<file path="src/design/gsd_pkg.sv">
`timescale 1ns / 1ps

package gsd_pkg;

  localparam int MAX_GROUP_DEF   = 256;
  localparam int SAMPLE_BITS_DEF = 16;

  // Widths fixed by the register map and the result format.
  localparam int LEN_W  = 9;
  localparam int OUT_W  = 16;
  localparam int ADDR_W = 3;
  localparam int DATA_W = 32;

  localparam logic [LEN_W-1:0] LEN_RESET  = LEN_W'(16);
  localparam logic             MODE_RESET = 1'b0;
  localparam logic [OUT_W-1:0] OUT_MAX    = {OUT_W{1'b1}};

  // Register indexes, taken from paddr[2].
  localparam logic REG_LEN  = 1'b0;
  localparam logic REG_MODE = 1'b1;

  typedef struct packed {
    logic load;
    logic add;
    logic clr;
  } acc_ctl_t;

  typedef struct packed {
    logic start;
    logic ack;
  } seq_ctl_t;

  typedef struct packed {
    logic busy;
    logic done;
  } seq_sts_t;

endpackage

</file>
<file path="src/design/gsd_alu.sv">
`timescale 1ns / 1ps

module gsd_alu #(
  parameter int W = 48
) (
  input  logic [W-1:0] a,
  input  logic [W-1:0] b,
  input  logic         sub,
  output logic [W-1:0] res,
  output logic         ge
);

  logic [W:0] sum_ext;

  assign sum_ext = sub ? ({1'b0, a} - {1'b0, b}) : ({1'b0, a} + {1'b0, b});
  assign res     = sum_ext[W-1:0];
  // With subtraction, no borrow out means a >= b.
  assign ge      = ~sum_ext[W];

endmodule

</file>
<file path="src/design/gsd_accum.sv">
`timescale 1ns / 1ps

module gsd_accum #(
  parameter int SAMPLE_BITS = 16,
  parameter int CNT_W       = 9,
  parameter int SUM_W       = 25,
  parameter int SQ_W        = 39
) (
  input  logic                          clk,
  input  logic                          rst_n,
  input  gsd_pkg::acc_ctl_t             ctl,
  input  logic signed [SAMPLE_BITS-1:0] sample_in,
  output logic signed [SUM_W-1:0]       sum,
  output logic        [SQ_W-1:0]        sumsq,
  output logic        [CNT_W-1:0]       count
);
  import gsd_pkg::*;

  logic signed [SAMPLE_BITS-1:0]   sample_r;
  logic signed [SUM_W-1:0]         sum_r, sum_nxt;
  logic        [SQ_W-1:0]          sumsq_r, sumsq_nxt;
  logic        [CNT_W-1:0]         count_r, count_nxt;
  logic        [SAMPLE_BITS-1:0]   mag;
  logic        [2*SAMPLE_BITS-1:0] sq;

  // The most negative sample has a magnitude that still fits unsigned.
  assign mag = sample_r[SAMPLE_BITS-1] ? $unsigned(-sample_r) : $unsigned(sample_r);
  assign sq  = (2*SAMPLE_BITS)'(mag) * (2*SAMPLE_BITS)'(mag);

  always_comb begin
    sum_nxt   = sum_r;
    sumsq_nxt = sumsq_r;
    count_nxt = count_r;
    if (ctl.clr) begin
      sum_nxt   = '0;
      sumsq_nxt = '0;
      count_nxt = '0;
    end else if (ctl.add) begin
      sum_nxt   = sum_r + SUM_W'(sample_r);
      sumsq_nxt = sumsq_r + SQ_W'(sq);
      count_nxt = count_r + CNT_W'(1);
    end
  end

  always_ff @(posedge clk) begin
    if (!rst_n) begin
      sum_r   <= '0;
      sumsq_r <= '0;
      count_r <= '0;
    end else begin
      sum_r   <= sum_nxt;
      sumsq_r <= sumsq_nxt;
      count_r <= count_nxt;
    end
  end

  always_ff @(posedge clk) begin
    if (ctl.load) begin
      sample_r <= sample_in;
    end
  end

  assign sum   = sum_r;
  assign sumsq = sumsq_r;
  assign count = count_r;

endmodule

</file>
<file path="src/design/gsd_seq.sv">
`timescale 1ns / 1ps

module gsd_seq #(
  parameter int CNT_W = 9,
  parameter int SUM_W = 25,
  parameter int SQ_W  = 39
) (
  input  logic                       clk,
  input  logic                       rst_n,
  input  gsd_pkg::seq_ctl_t          ctl,
  output gsd_pkg::seq_sts_t          sts,
  input  logic        [CNT_W-1:0]    count,
  input  logic signed [SUM_W-1:0]    sum,
  input  logic        [SQ_W-1:0]     sumsq,
  input  logic                       unbiased,
  output logic [gsd_pkg::OUT_W-1:0]  dev
);
  import gsd_pkg::*;

  localparam int NUM_W  = CNT_W + SQ_W;
  localparam int ACC_W  = NUM_W;
  localparam int DEN_W  = 2 * CNT_W;
  localparam int RT_W   = (NUM_W + 1) / 2;
  localparam int RAD_W  = 2 * RT_W;
  localparam int STEP_W = $clog2(NUM_W + 1);
  localparam int SAT_W  = (RT_W > OUT_W) ? RT_W : OUT_W;

  localparam logic [2:0] PH_IDLE  = 3'd0;
  localparam logic [2:0] PH_DEN   = 3'd1;
  localparam logic [2:0] PH_NUM_P = 3'd2;
  localparam logic [2:0] PH_NUM_S = 3'd3;
  localparam logic [2:0] PH_DIV   = 3'd4;
  localparam logic [2:0] PH_SQRT  = 3'd5;
  localparam logic [2:0] PH_DONE  = 3'd6;

  logic [2:0]        phase_r, phase_nxt;
  logic [STEP_W-1:0] step_r, step_nxt, step_lim;
  logic [ACC_W-1:0]  acc_r, acc_nxt;
  logic [ACC_W-1:0]  mcand_r, mcand_nxt;
  logic [SUM_W-1:0]  mplier_r, mplier_nxt;
  logic [DEN_W-1:0]  den_r, den_nxt;
  logic [RAD_W-1:0]  rad_r, rad_nxt;
  logic [RT_W-1:0]   root_r, root_nxt;
  logic [OUT_W-1:0]  dev_r, dev_nxt;

  logic [ACC_W-1:0]  alu_a, alu_b, alu_res;
  logic              alu_sub, alu_ge;
  logic [ACC_W-1:0]  mul_acc, div_sh, sqrt_sh, trial;
  logic [CNT_W-1:0]  divisor;
  logic [SUM_W-1:0]  abs_sum;
  logic [RT_W-1:0]   root_fin;
  logic [SAT_W-1:0]  root_ext;
  logic              last_step;

  gsd_alu #(.W(ACC_W)) u_alu (
    .a   (alu_a),
    .b   (alu_b),
    .sub (alu_sub),
    .res (alu_res),
    .ge  (alu_ge)
  );

  assign divisor  = (unbiased && (count > CNT_W'(1))) ? (count - CNT_W'(1)) : count;
  assign abs_sum  = sum[SUM_W-1] ? $unsigned(-sum) : $unsigned(sum);
  assign mul_acc  = mplier_r[0] ? alu_res : acc_r;
  assign div_sh   = {acc_r[ACC_W-2:0], mcand_r[ACC_W-1]};
  assign sqrt_sh  = {acc_r[ACC_W-3:0], rad_r[RAD_W-1 -: 2]};
  assign trial    = ACC_W'({root_r, 2'b01});
  assign root_fin = {root_r[RT_W-2:0], alu_ge};
  assign root_ext = SAT_W'(root_fin);

  always_comb begin
    alu_a   = acc_r;
    alu_b   = mcand_r;
    alu_sub = 1'b0;
    case (phase_r)
      PH_NUM_S: alu_sub = 1'b1;
      PH_DIV: begin
        alu_a   = div_sh;
        alu_b   = ACC_W'(den_r);
        alu_sub = 1'b1;
      end
      PH_SQRT: begin
        alu_a   = sqrt_sh;
        alu_b   = trial;
        alu_sub = 1'b1;
      end
      default: ;
    endcase
  end

  always_comb begin
    case (phase_r)
      PH_NUM_S: step_lim = STEP_W'(SUM_W - 1);
      PH_DIV:   step_lim = STEP_W'(NUM_W - 1);
      PH_SQRT:  step_lim = STEP_W'(RT_W - 1);
      default:  step_lim = STEP_W'(CNT_W - 1);
    endcase
  end

  assign last_step = (step_r == step_lim);

  always_comb begin
    phase_nxt  = phase_r;
    step_nxt   = step_r + STEP_W'(1);
    acc_nxt    = acc_r;
    mcand_nxt  = mcand_r;
    mplier_nxt = mplier_r;
    den_nxt    = den_r;
    rad_nxt    = rad_r;
    root_nxt   = root_r;
    dev_nxt    = dev_r;
    unique case (phase_r)
      PH_IDLE: begin
        step_nxt = '0;
        if (ctl.start) begin
          acc_nxt    = '0;
          mcand_nxt  = ACC_W'(divisor);
          mplier_nxt = SUM_W'(count);
          phase_nxt  = PH_DEN;
        end
      end
      PH_DEN: begin
        acc_nxt    = mul_acc;
        mcand_nxt  = mcand_r << 1;
        mplier_nxt = mplier_r >> 1;
        if (last_step) begin
          den_nxt    = mul_acc[DEN_W-1:0];
          acc_nxt    = '0;
          mcand_nxt  = ACC_W'(sumsq);
          mplier_nxt = SUM_W'(count);
          step_nxt   = '0;
          phase_nxt  = PH_NUM_P;
        end
      end
      PH_NUM_P: begin
        acc_nxt    = mul_acc;
        mcand_nxt  = mcand_r << 1;
        mplier_nxt = mplier_r >> 1;
        if (last_step) begin
          mcand_nxt  = ACC_W'(abs_sum);
          mplier_nxt = abs_sum;
          step_nxt   = '0;
          phase_nxt  = PH_NUM_S;
        end
      end
      PH_NUM_S: begin
        // Subtract the square of the sum, one partial product per cycle.
        acc_nxt    = mul_acc;
        mcand_nxt  = mcand_r << 1;
        mplier_nxt = mplier_r >> 1;
        if (last_step) begin
          mcand_nxt = mul_acc;
          acc_nxt   = '0;
          step_nxt  = '0;
          phase_nxt = PH_DIV;
        end
      end
      PH_DIV: begin
        // Restoring division: the dividend shifts out of mcand while the
        // quotient bits shift in behind it.
        acc_nxt   = alu_ge ? alu_res : div_sh;
        mcand_nxt = {mcand_r[ACC_W-2:0], alu_ge};
        if (last_step) begin
          rad_nxt   = RAD_W'({mcand_r[ACC_W-2:0], alu_ge});
          acc_nxt   = '0;
          root_nxt  = '0;
          step_nxt  = '0;
          phase_nxt = PH_SQRT;
        end
      end
      PH_SQRT: begin
        acc_nxt  = alu_ge ? alu_res : sqrt_sh;
        root_nxt = root_fin;
        rad_nxt  = rad_r << 2;
        if (last_step) begin
          dev_nxt   = (root_ext > SAT_W'(OUT_MAX)) ? OUT_MAX : root_ext[OUT_W-1:0];
          phase_nxt = PH_DONE;
        end
      end
      PH_DONE: begin
        step_nxt = '0;
        if (ctl.ack) begin
          phase_nxt = PH_IDLE;
        end
      end
      default: begin
        step_nxt  = '0;
        phase_nxt = PH_IDLE;
      end
    endcase
  end

  always_ff @(posedge clk) begin
    if (!rst_n) begin
      phase_r <= PH_IDLE;
      step_r  <= '0;
    end else begin
      phase_r <= phase_nxt;
      step_r  <= step_nxt;
    end
  end

  always_ff @(posedge clk) begin
    acc_r    <= acc_nxt;
    mcand_r  <= mcand_nxt;
    mplier_r <= mplier_nxt;
    den_r    <= den_nxt;
    rad_r    <= rad_nxt;
    root_r   <= root_nxt;
    dev_r    <= dev_nxt;
  end

  assign sts.busy = (phase_r != PH_IDLE);
  assign sts.done = (phase_r == PH_DONE);
  assign dev      = dev_r;

endmodule

</file>
<file path="src/design/group_standard_deviation_top.sv">
`timescale 1ns / 1ps

// Channel   Direction  Ports
// in        sink       in_valid, in_stall, in_sample_value
// out       source     out_valid, out_stall, out_deviation_value
// cfg       APB slave  cfg_psel, cfg_penable, cfg_pwrite, cfg_paddr, cfg_pwdata,
//                      cfg_prdata, cfg_pready
//
// Every sample is first registered, and then the sum, sum of squares
// and count are updated with it.
// A closing sample then goes to the sequencer, whose shared add/subtract unit
// does two shift-add products, one shift-subtract square, a restoring
// division and a digit-by-digit square root, one step per cycle.
// Reset is synchronous and active low; the group length returns to 16 and the
// mode to biased. The finished result sits in an output register, so the next
// sample is taken while out_stall holds the previous result.

module group_standard_deviation_top #(
  parameter int MAX_GROUP   = gsd_pkg::MAX_GROUP_DEF,
  parameter int SAMPLE_BITS = gsd_pkg::SAMPLE_BITS_DEF
) (
  input  logic                               clk,
  input  logic                               rst_n,
  input  logic                               in_valid,
  output logic                               in_stall,
  input  logic signed [SAMPLE_BITS-1:0]      in_sample_value,
  output logic                               out_valid,
  input  logic                               out_stall,
  output logic        [gsd_pkg::OUT_W-1:0]   out_deviation_value,
  input  logic                               cfg_psel,
  input  logic                               cfg_penable,
  input  logic                               cfg_pwrite,
  input  logic        [gsd_pkg::ADDR_W-1:0]  cfg_paddr,
  input  logic        [gsd_pkg::DATA_W-1:0]  cfg_pwdata,
  output logic        [gsd_pkg::DATA_W-1:0]  cfg_prdata,
  output logic                               cfg_pready
);
  import gsd_pkg::*;

  localparam int CNT_W = $clog2(MAX_GROUP + 1);
  localparam int SUM_W = SAMPLE_BITS + $clog2(MAX_GROUP) + 1;
  localparam int SQ_W  = 2 * SAMPLE_BITS - 1 + $clog2(MAX_GROUP);
  localparam int EL_W  = (CNT_W > LEN_W) ? CNT_W : LEN_W;

  localparam logic [1:0] ST_IDLE  = 2'd0;
  localparam logic [1:0] ST_ACC   = 2'd1;
  localparam logic [1:0] ST_START = 2'd2;
  localparam logic [1:0] ST_CALC  = 2'd3;

  logic [1:0]       state_r, state_nxt;
  logic [LEN_W-1:0] group_length_r;
  logic             unbiased_r;
  logic             out_valid_r, out_valid_nxt;
  logic [OUT_W-1:0] out_data_r;

  acc_ctl_t                acc_ctl;
  seq_ctl_t                seq_ctl;
  seq_sts_t                seq_sts;
  logic signed [SUM_W-1:0] acc_sum;
  logic [SQ_W-1:0]         acc_sumsq;
  logic [CNT_W-1:0]        acc_count, count_inc;
  logic [EL_W-1:0]         len_ext, eff_len;
  logic [OUT_W-1:0]        seq_dev;
  logic                    cfg_wr, closing, result_load;

  gsd_accum #(
    .SAMPLE_BITS (SAMPLE_BITS),
    .CNT_W       (CNT_W),
    .SUM_W       (SUM_W),
    .SQ_W        (SQ_W)
  ) u_accum (
    .clk       (clk),
    .rst_n     (rst_n),
    .ctl       (acc_ctl),
    .sample_in (in_sample_value),
    .sum       (acc_sum),
    .sumsq     (acc_sumsq),
    .count     (acc_count)
  );

  gsd_seq #(
    .CNT_W (CNT_W),
    .SUM_W (SUM_W),
    .SQ_W  (SQ_W)
  ) u_seq (
    .clk      (clk),
    .rst_n    (rst_n),
    .ctl      (seq_ctl),
    .sts      (seq_sts),
    .count    (acc_count),
    .sum      (acc_sum),
    .sumsq    (acc_sumsq),
    .unbiased (unbiased_r),
    .dev      (seq_dev)
  );

  // Configuration port.
  assign cfg_pready = 1'b1;
  assign cfg_wr     = cfg_psel && cfg_penable && cfg_pwrite && cfg_pready;

  always_ff @(posedge clk) begin
    if (!rst_n) begin
      group_length_r <= LEN_RESET;
      unbiased_r     <= MODE_RESET;
    end else if (cfg_wr) begin
      unique case (cfg_paddr[2])
        REG_LEN:  group_length_r <= cfg_pwdata[LEN_W-1:0];
        REG_MODE: unbiased_r     <= cfg_pwdata[0];
        default: ;
      endcase
    end
  end

  always_comb begin
    unique case (cfg_paddr[2])
      REG_LEN:  cfg_prdata = DATA_W'(group_length_r);
      REG_MODE: cfg_prdata = DATA_W'(unbiased_r);
      default:  cfg_prdata = '0;
    endcase
  end

  // A zero length counts as one; lengths above the maximum saturate.
  assign len_ext   = EL_W'(group_length_r);
  assign eff_len   = (len_ext == '0) ? EL_W'(1) :
                     (len_ext > EL_W'(MAX_GROUP)) ? EL_W'(MAX_GROUP) : len_ext;
  assign count_inc = acc_count + CNT_W'(1);
  assign closing   = (EL_W'(count_inc) >= eff_len);

  assign result_load = (state_r == ST_CALC) && seq_sts.done && (!out_valid_r || !out_stall);

  always_comb begin
    state_nxt     = state_r;
    acc_ctl.load  = 1'b0;
    acc_ctl.add   = 1'b0;
    acc_ctl.clr   = 1'b0;
    seq_ctl.start = 1'b0;
    seq_ctl.ack   = 1'b0;
    unique case (state_r)
      ST_IDLE: begin
        if (in_valid) begin
          acc_ctl.load = 1'b1;
          state_nxt    = ST_ACC;
        end
      end
      ST_ACC: begin
        acc_ctl.add = 1'b1;
        state_nxt   = closing ? ST_START : ST_IDLE;
      end
      ST_START: begin
        seq_ctl.start = 1'b1;
        state_nxt     = ST_CALC;
      end
      ST_CALC: begin
        if (result_load) begin
          seq_ctl.ack = 1'b1;
          acc_ctl.clr = 1'b1;
          state_nxt   = ST_IDLE;
        end
      end
      default: state_nxt = ST_IDLE;
    endcase
  end

  always_comb begin
    out_valid_nxt = out_valid_r && out_stall;
    if (result_load) begin
      out_valid_nxt = 1'b1;
    end
  end

  always_ff @(posedge clk) begin
    if (!rst_n) begin
      state_r     <= ST_IDLE;
      out_valid_r <= 1'b0;
    end else begin
      state_r     <= state_nxt;
      out_valid_r <= out_valid_nxt;
    end
  end

  always_ff @(posedge clk) begin
    if (result_load) begin
      out_data_r <= seq_dev;
    end
  end

  assign in_stall            = (state_r != ST_IDLE);
  assign out_valid           = out_valid_r;
  assign out_deviation_value = out_data_r;

`ifndef SYNTHESIS
  a_result_from_calc: assert property (@(posedge clk) disable iff (!rst_n)
    $rose(out_valid_r) |-> $past(state_r) == ST_CALC)
    else $error("result beat raised outside the calculation state");

  a_count_bound: assert property (@(posedge clk) disable iff (!rst_n)
    acc_count <= CNT_W'(MAX_GROUP))
    else $error("sample count beyond the largest group");

  a_seq_idle: assert property (@(posedge clk) disable iff (!rst_n)
    (state_r == ST_IDLE) |-> !seq_sts.busy)
    else $error("sequencer busy while samples are taken");

  a_result_taken: assert property (@(posedge clk) disable iff (!rst_n)
    (state_r == ST_CALC && seq_sts.done && !out_stall) |=> out_valid_r)
    else $error("finished deviation not moved to the output register");
`endif

endmodule

</file>
<file path="config.mk">
export PLATFORM = sky130hd
export DESIGN_NAME = group_standard_deviation_top
export DESIGN_NICKNAME = d
export VERILOG_FILES = /design/src/design/gsd_pkg.sv /design/src/design/gsd_alu.sv /design/src/design/gsd_accum.sv /design/src/design/gsd_seq.sv /design/src/design/group_standard_deviation_top.sv
export SDC_FILE = /design/constraint.sdc
export NUM_CORES = 2
export LEC_CHECK = 0
export BUFFER_PORTS_ARGS = -buffer_cell sky130_fd_sc_hd__buf_2
export CAP_MARGIN = 15
export CORE_MARGIN = 10
export CORE_UTILIZATION = 25
export DETAILED_ROUTE_END_ITERATION = 8
export HOLD_SLACK_MARGIN = 0.06
export PLACE_DENSITY = 0.4
export SETUP_SLACK_MARGIN = 0.2
export SLEW_MARGIN = 20
export SYNTH_ARGS = -nofsm -noshare
export SYNTH_HDL_FRONTEND = slang
export SYNTH_SLANG_ARGS = --single-unit
</file>
<file path="constraint.sdc">
create_clock -name clk -period 15.9 [get_ports clk]
set_input_delay 2.385 -clock clk [delete_from_list [all_inputs] [get_ports clk]]
set_output_delay 2.385 -clock clk [all_outputs]
set_load 0.05 [all_outputs]
</file>
==> flow_summary.json <==
{
  "status": "finished, final reports clean",
  "finalClockSkew_ps": 70.7,
  "holdPathEnd": "out_deviation_value[3]$_DFFE_PP_",
  "synthAdderAreaFrac_pct": 19.2,
  "clk_path_buf_depth": 3,
  "critPathCaptureType": "register",
  "min_period_ps": 9950,
  "r2r_cells": 30,
  "post-cts-setup-buffers": 0,
  "clock_latency_ps": 670,
  "num_vias": 27028,
  "grt_first_pass_wirelength_um": 174000,
  "syn_inst": 3827,
  "place_hpwl_um": 84300,
  "p_total_mw": 7.33,
  "synth_area_leaders": "edfxtp_1 (24%), fa_1 (12%), ha_1 (7.3%)",
  "ant_nets": 0,
  "setup_viol": 0,
  "synth_top_cell_by_area": "edfxtp_1",
  "setup_ws_ps": 5950,
  "cellPowerDensity_nw_per_um2": 199,
  "clock-sinks": 354,
  "hold_viol_final": 0,
  "muxShareOfSynthArea_pct": 4.87,
  "wl_per_cell_um": 20.3,
  "grt_pass1_vias": 26826,
  "fin_crit_sh_pct": 62.6,
  "async_flop_share_pct": 0,
  "via_per_inst": 4.83,
  "synth_edf_count": 259,
  "antenna_found_initial": 3,
  "cts_resized": 0,
  "drive_gt1_share_pct": 7.64,
  "cp_max_fo": 12,
  "ios": 109,
  "ys_warn_count": 0,
  "overflow": 0,
  "critical_path.top_delay_family": "adder cells",
  "grt_setup_unrepaired": "false",
  "diodes": 0,
  "drv_cap": 0,
  "grt-busiest-layer": "met2",
  "timing.rr.start": "u_accum.sample_r[0]$_DFFE_PP_",
  "rows": 133,
  "min_path_cells": 0,
  "synth_cell_type_count": 95,
  "syn_avg_cell_area_um2": 8.60,
  "clkTransAtPathRegs_ps": 60,
  "ys_ff_latch": 354,
  "r2r-end": "u_accum.sumsq[34]$_SDFFE_PP0P_",
  "grt_max_degree": 87,
  "area_growth_pct": 11.7,
  "path_buf_inv": 8,
  "initial_core_util_pct": 25.1,
  "gp_congestion": 0.831,
  "crit_top_cell": "fa_1",
  "startpoint": "u_accum.sample_r[0]$_DFFE_PP_",
  "drt_iter0_markers": 1902,
  "synth_top_area_share_pct": 23.6,
  "die_y_um": 383,
  "cts_root_buffer": "clkbuf_16",
  "cts-hold-fix-buffers": 0,
  "die_w_um": 383,
  "fin_nets": 4243,
  "pre_cts_ws_ps": 5900,
  "synth_seq_area_share_pct": 29.4,
  "grt_util_all_layers_pct": 15.1,
  "wl_um": 113000,
  "setup_tns_ps": 0,
  "core_area_um2": 131000,
  "hold_class": "reg2reg",
  "vdd_ir_drop_max_v": 0.000282,
  "cts_tree": "done",
  "start_kind": "register",
  "p_leak_nw": 15.2,
  "use_met1_pct": 22.4,
  "synth_top_family_by_area": "adder cells",
  "met2_usage_pct": 23.6,
  "cp_slowest_cell": "xor2_1",
  "drtPass1Iterations": 5,
  "io_buffers": 59,
  "dieArea_um2": 147000,
  "synth_compound_area_share_pct": 17.7,
  "cp.arrival_ps": 10420,
  "htree_levels": 2,
  "synth_xor_area_share_pct": 5.04,
  "cts-buffers-inserted": 47,
  "worst_slew_pin_slew_ps": 1050,
  "max_freq_mhz": 100,
  "synthSimpleGateAreaFrac_pct": 16.4,
  "crit_type": "reg2reg",
  "use_met3_pct": 1.83,
  "hold_ws_ps": 417,
  "worstPathRequired_ps": 16360,
  "min_from": "u_seq.dev[3]$_SDFFCE_PN1P_",
  "slew_headroom_pct": 29.4,
  "slowest_delay_ps": 830,
  "r2r_slack_ps": 5950,
  "drc": 0,
  "synth-main-ff-cell": "edfxtp_1",
  "drv_slew": 0,
  "synth.cell_area_um2": 32900
}
layout make-up:
type	instances	area, um^2
fill	14231	94400
multi-input combinational	2909	21100
sequential	354	9690
tap	1755	2200
inverter	365	1370
clock buffer	59	1240
timing repair buffer	120	773
clock inverter	29	447
sequential cells by signal, summed over array words and instances (netlist names), named ones only:
register and flops:
u_accum.count 9, u_seq.acc_r 48, u_seq.mplier_r 25, u_seq.step_r 6, u_seq.phase_r 3, u_seq.mcand_r 48, group_length_r 9, out_valid 1
state_r 1, u_seq.den_r 18, u_accum.sum 25, u_seq.dev 16, u_seq.rad_r 48, unbiased_r 1, u_accum.sumsq 39, u_accum.sample_r 16
u_seq.root_r 24, out_deviation_value 16
cell usage in the layout, fill, tap and decap left out, types with 26 or more instances in the layout:
cell type	netlist	layout
nand2_1	580	579
inv_1	357	357
o21ai_0	296	294
nor2_1	287	280
edfxtp_1	259	259
a21oi_1	249	248
fa_1	197	197
ha_1	191	191
mux2i_1	111	110
xor2_1	92	92
dfxtp_1	95	92
xnor2_1	91	91
a21o_1	68	68
nand3_1	60	60
buf_4	24	60
buf_2	4	59
clkbuf_16	0	47
or3_1	41	41
nor3_1	41	41
and2_1	39	39
conb_1	2	35
mux2_2	34	34
a211oi_1	33	33
o221ai_1	32	32
a22oi_1	33	32
nor2b_1	28	28
o31ai_1	26	26
logic make-up (layout without fill, tap and decap cells):
kind of cell	Yosys count	after routing
xor+xnor	185	185
other cells	2	35
flops	354	354
simple gates	1209	1209
buf+inv	597	573
mux	153	153
compound gates	939	939
fa+ha+maj	388	388
worst max path at each step:
stage	to	slack (ps)	cells past startpoint
5_1_grt	u_accum.sumsq[33]$_SDFFE_PP0P_	5390	30
6_report	u_accum.sumsq[34]$_SDFFE_PP0P_	5950	30
2_1_floorplan	u_accum.sumsq[26]$_SDFFE_PP0P_	7630	28
4_1_cts	u_accum.sumsq[34]$_SDFFE_PP0P_	5810	30
3_5_place_dp	u_accum.sumsq[34]$_SDFFE_PP0P_	5900	30
3_3_place_gp	u_accum.sumsq[34]$_SDFFE_PP0P_	5880	30
worst reg2reg max path, delay by kind of cell, from the launching register on:
family,cells,cell delay [ps]
adder cells (fa/ha/maj),8,3480
AO/OA/AOI/OAI,8,2520
buffers and inverters,8,1410
AND/OR/NAND/NOR,4,1030
XOR/XNOR,2,990
flip-flops,1,360
report_power, final:
part | switching [mW] | total, mW | internal, mW | leakage [nW]
Combinational | 2.92 | 5.08 | 2.15 | 11.2
Clock | 0.482 | 1.19 | 0.707 | 0.803
Sequential | 0.0481 | 1.06 | 1.02 | 3.18
synthesized netlist by cell type, types with 11 or more instances:
| cell type | count |
|---|---|
| a211oi_1 | 33 |
| ha_1 | 191 |
| and3_1 | 17 |
| nand2_1 | 580 |
| nor3_1 | 41 |
| o21bai_1 | 12 |
| a21oi_1 | 249 |
| mux2_2 | 34 |
| nor4_1 | 11 |
| o211ai_1 | 25 |
| fa_1 | 197 |
| o221ai_1 | 32 |
| o31ai_1 | 26 |
| nand2b_1 | 24 |
| xor2_1 | 92 |
| edfxtp_1 | 259 |
| o22ai_1 | 14 |
| a21o_1 | 68 |
| dfxtp_1 | 95 |
| clkbuf_1 | 174 |
| or3_1 | 41 |
| o21ai_0 | 296 |
| or2_2 | 12 |
| a22oi_1 | 33 |
| xnor2_1 | 91 |
| o21a_1 | 14 |
| buf_4 | 24 |
| inv_1 | 357 |
| a31oi_1 | 25 |
| mux2i_1 | 111 |
| buf_1 | 22 |
| nor2_1 | 287 |
| nand4_1 | 21 |
| or4_1 | 11 |
| a21boi_0 | 18 |
| a22o_1 | 11 |
| and2_1 | 39 |
| nor2b_1 | 28 |
| nand3_1 | 60 |
per-stage QoR:
| step | util [%] | area (um^2) | std cells |
|---|---|---|---|
| final | 28.0 | 36800 | 5591 |
| after floorplan | - | 33000 | 3860 |
| after CTS | 28.0 | 36700 | 5590 |
| after global routing | 28.0 | 36800 | 5591 |
| after global placement | 26.7 | 35100 | 5502 |
| after detailed placement | 26.7 | 35100 | 5502 |
layer usage:
| metal | up-vias | wire (um) |
|---|---|---|
| met5 | - | 0 |
| met4 | 0 | 1400 |
| met3 | 80 | 4460 |
| met2 | 538 | 49700 |
| met1 | 13246 | 57800 |
| li1 | 13164 | - |
No activity file was read; power rests on OpenSTA's default activity.
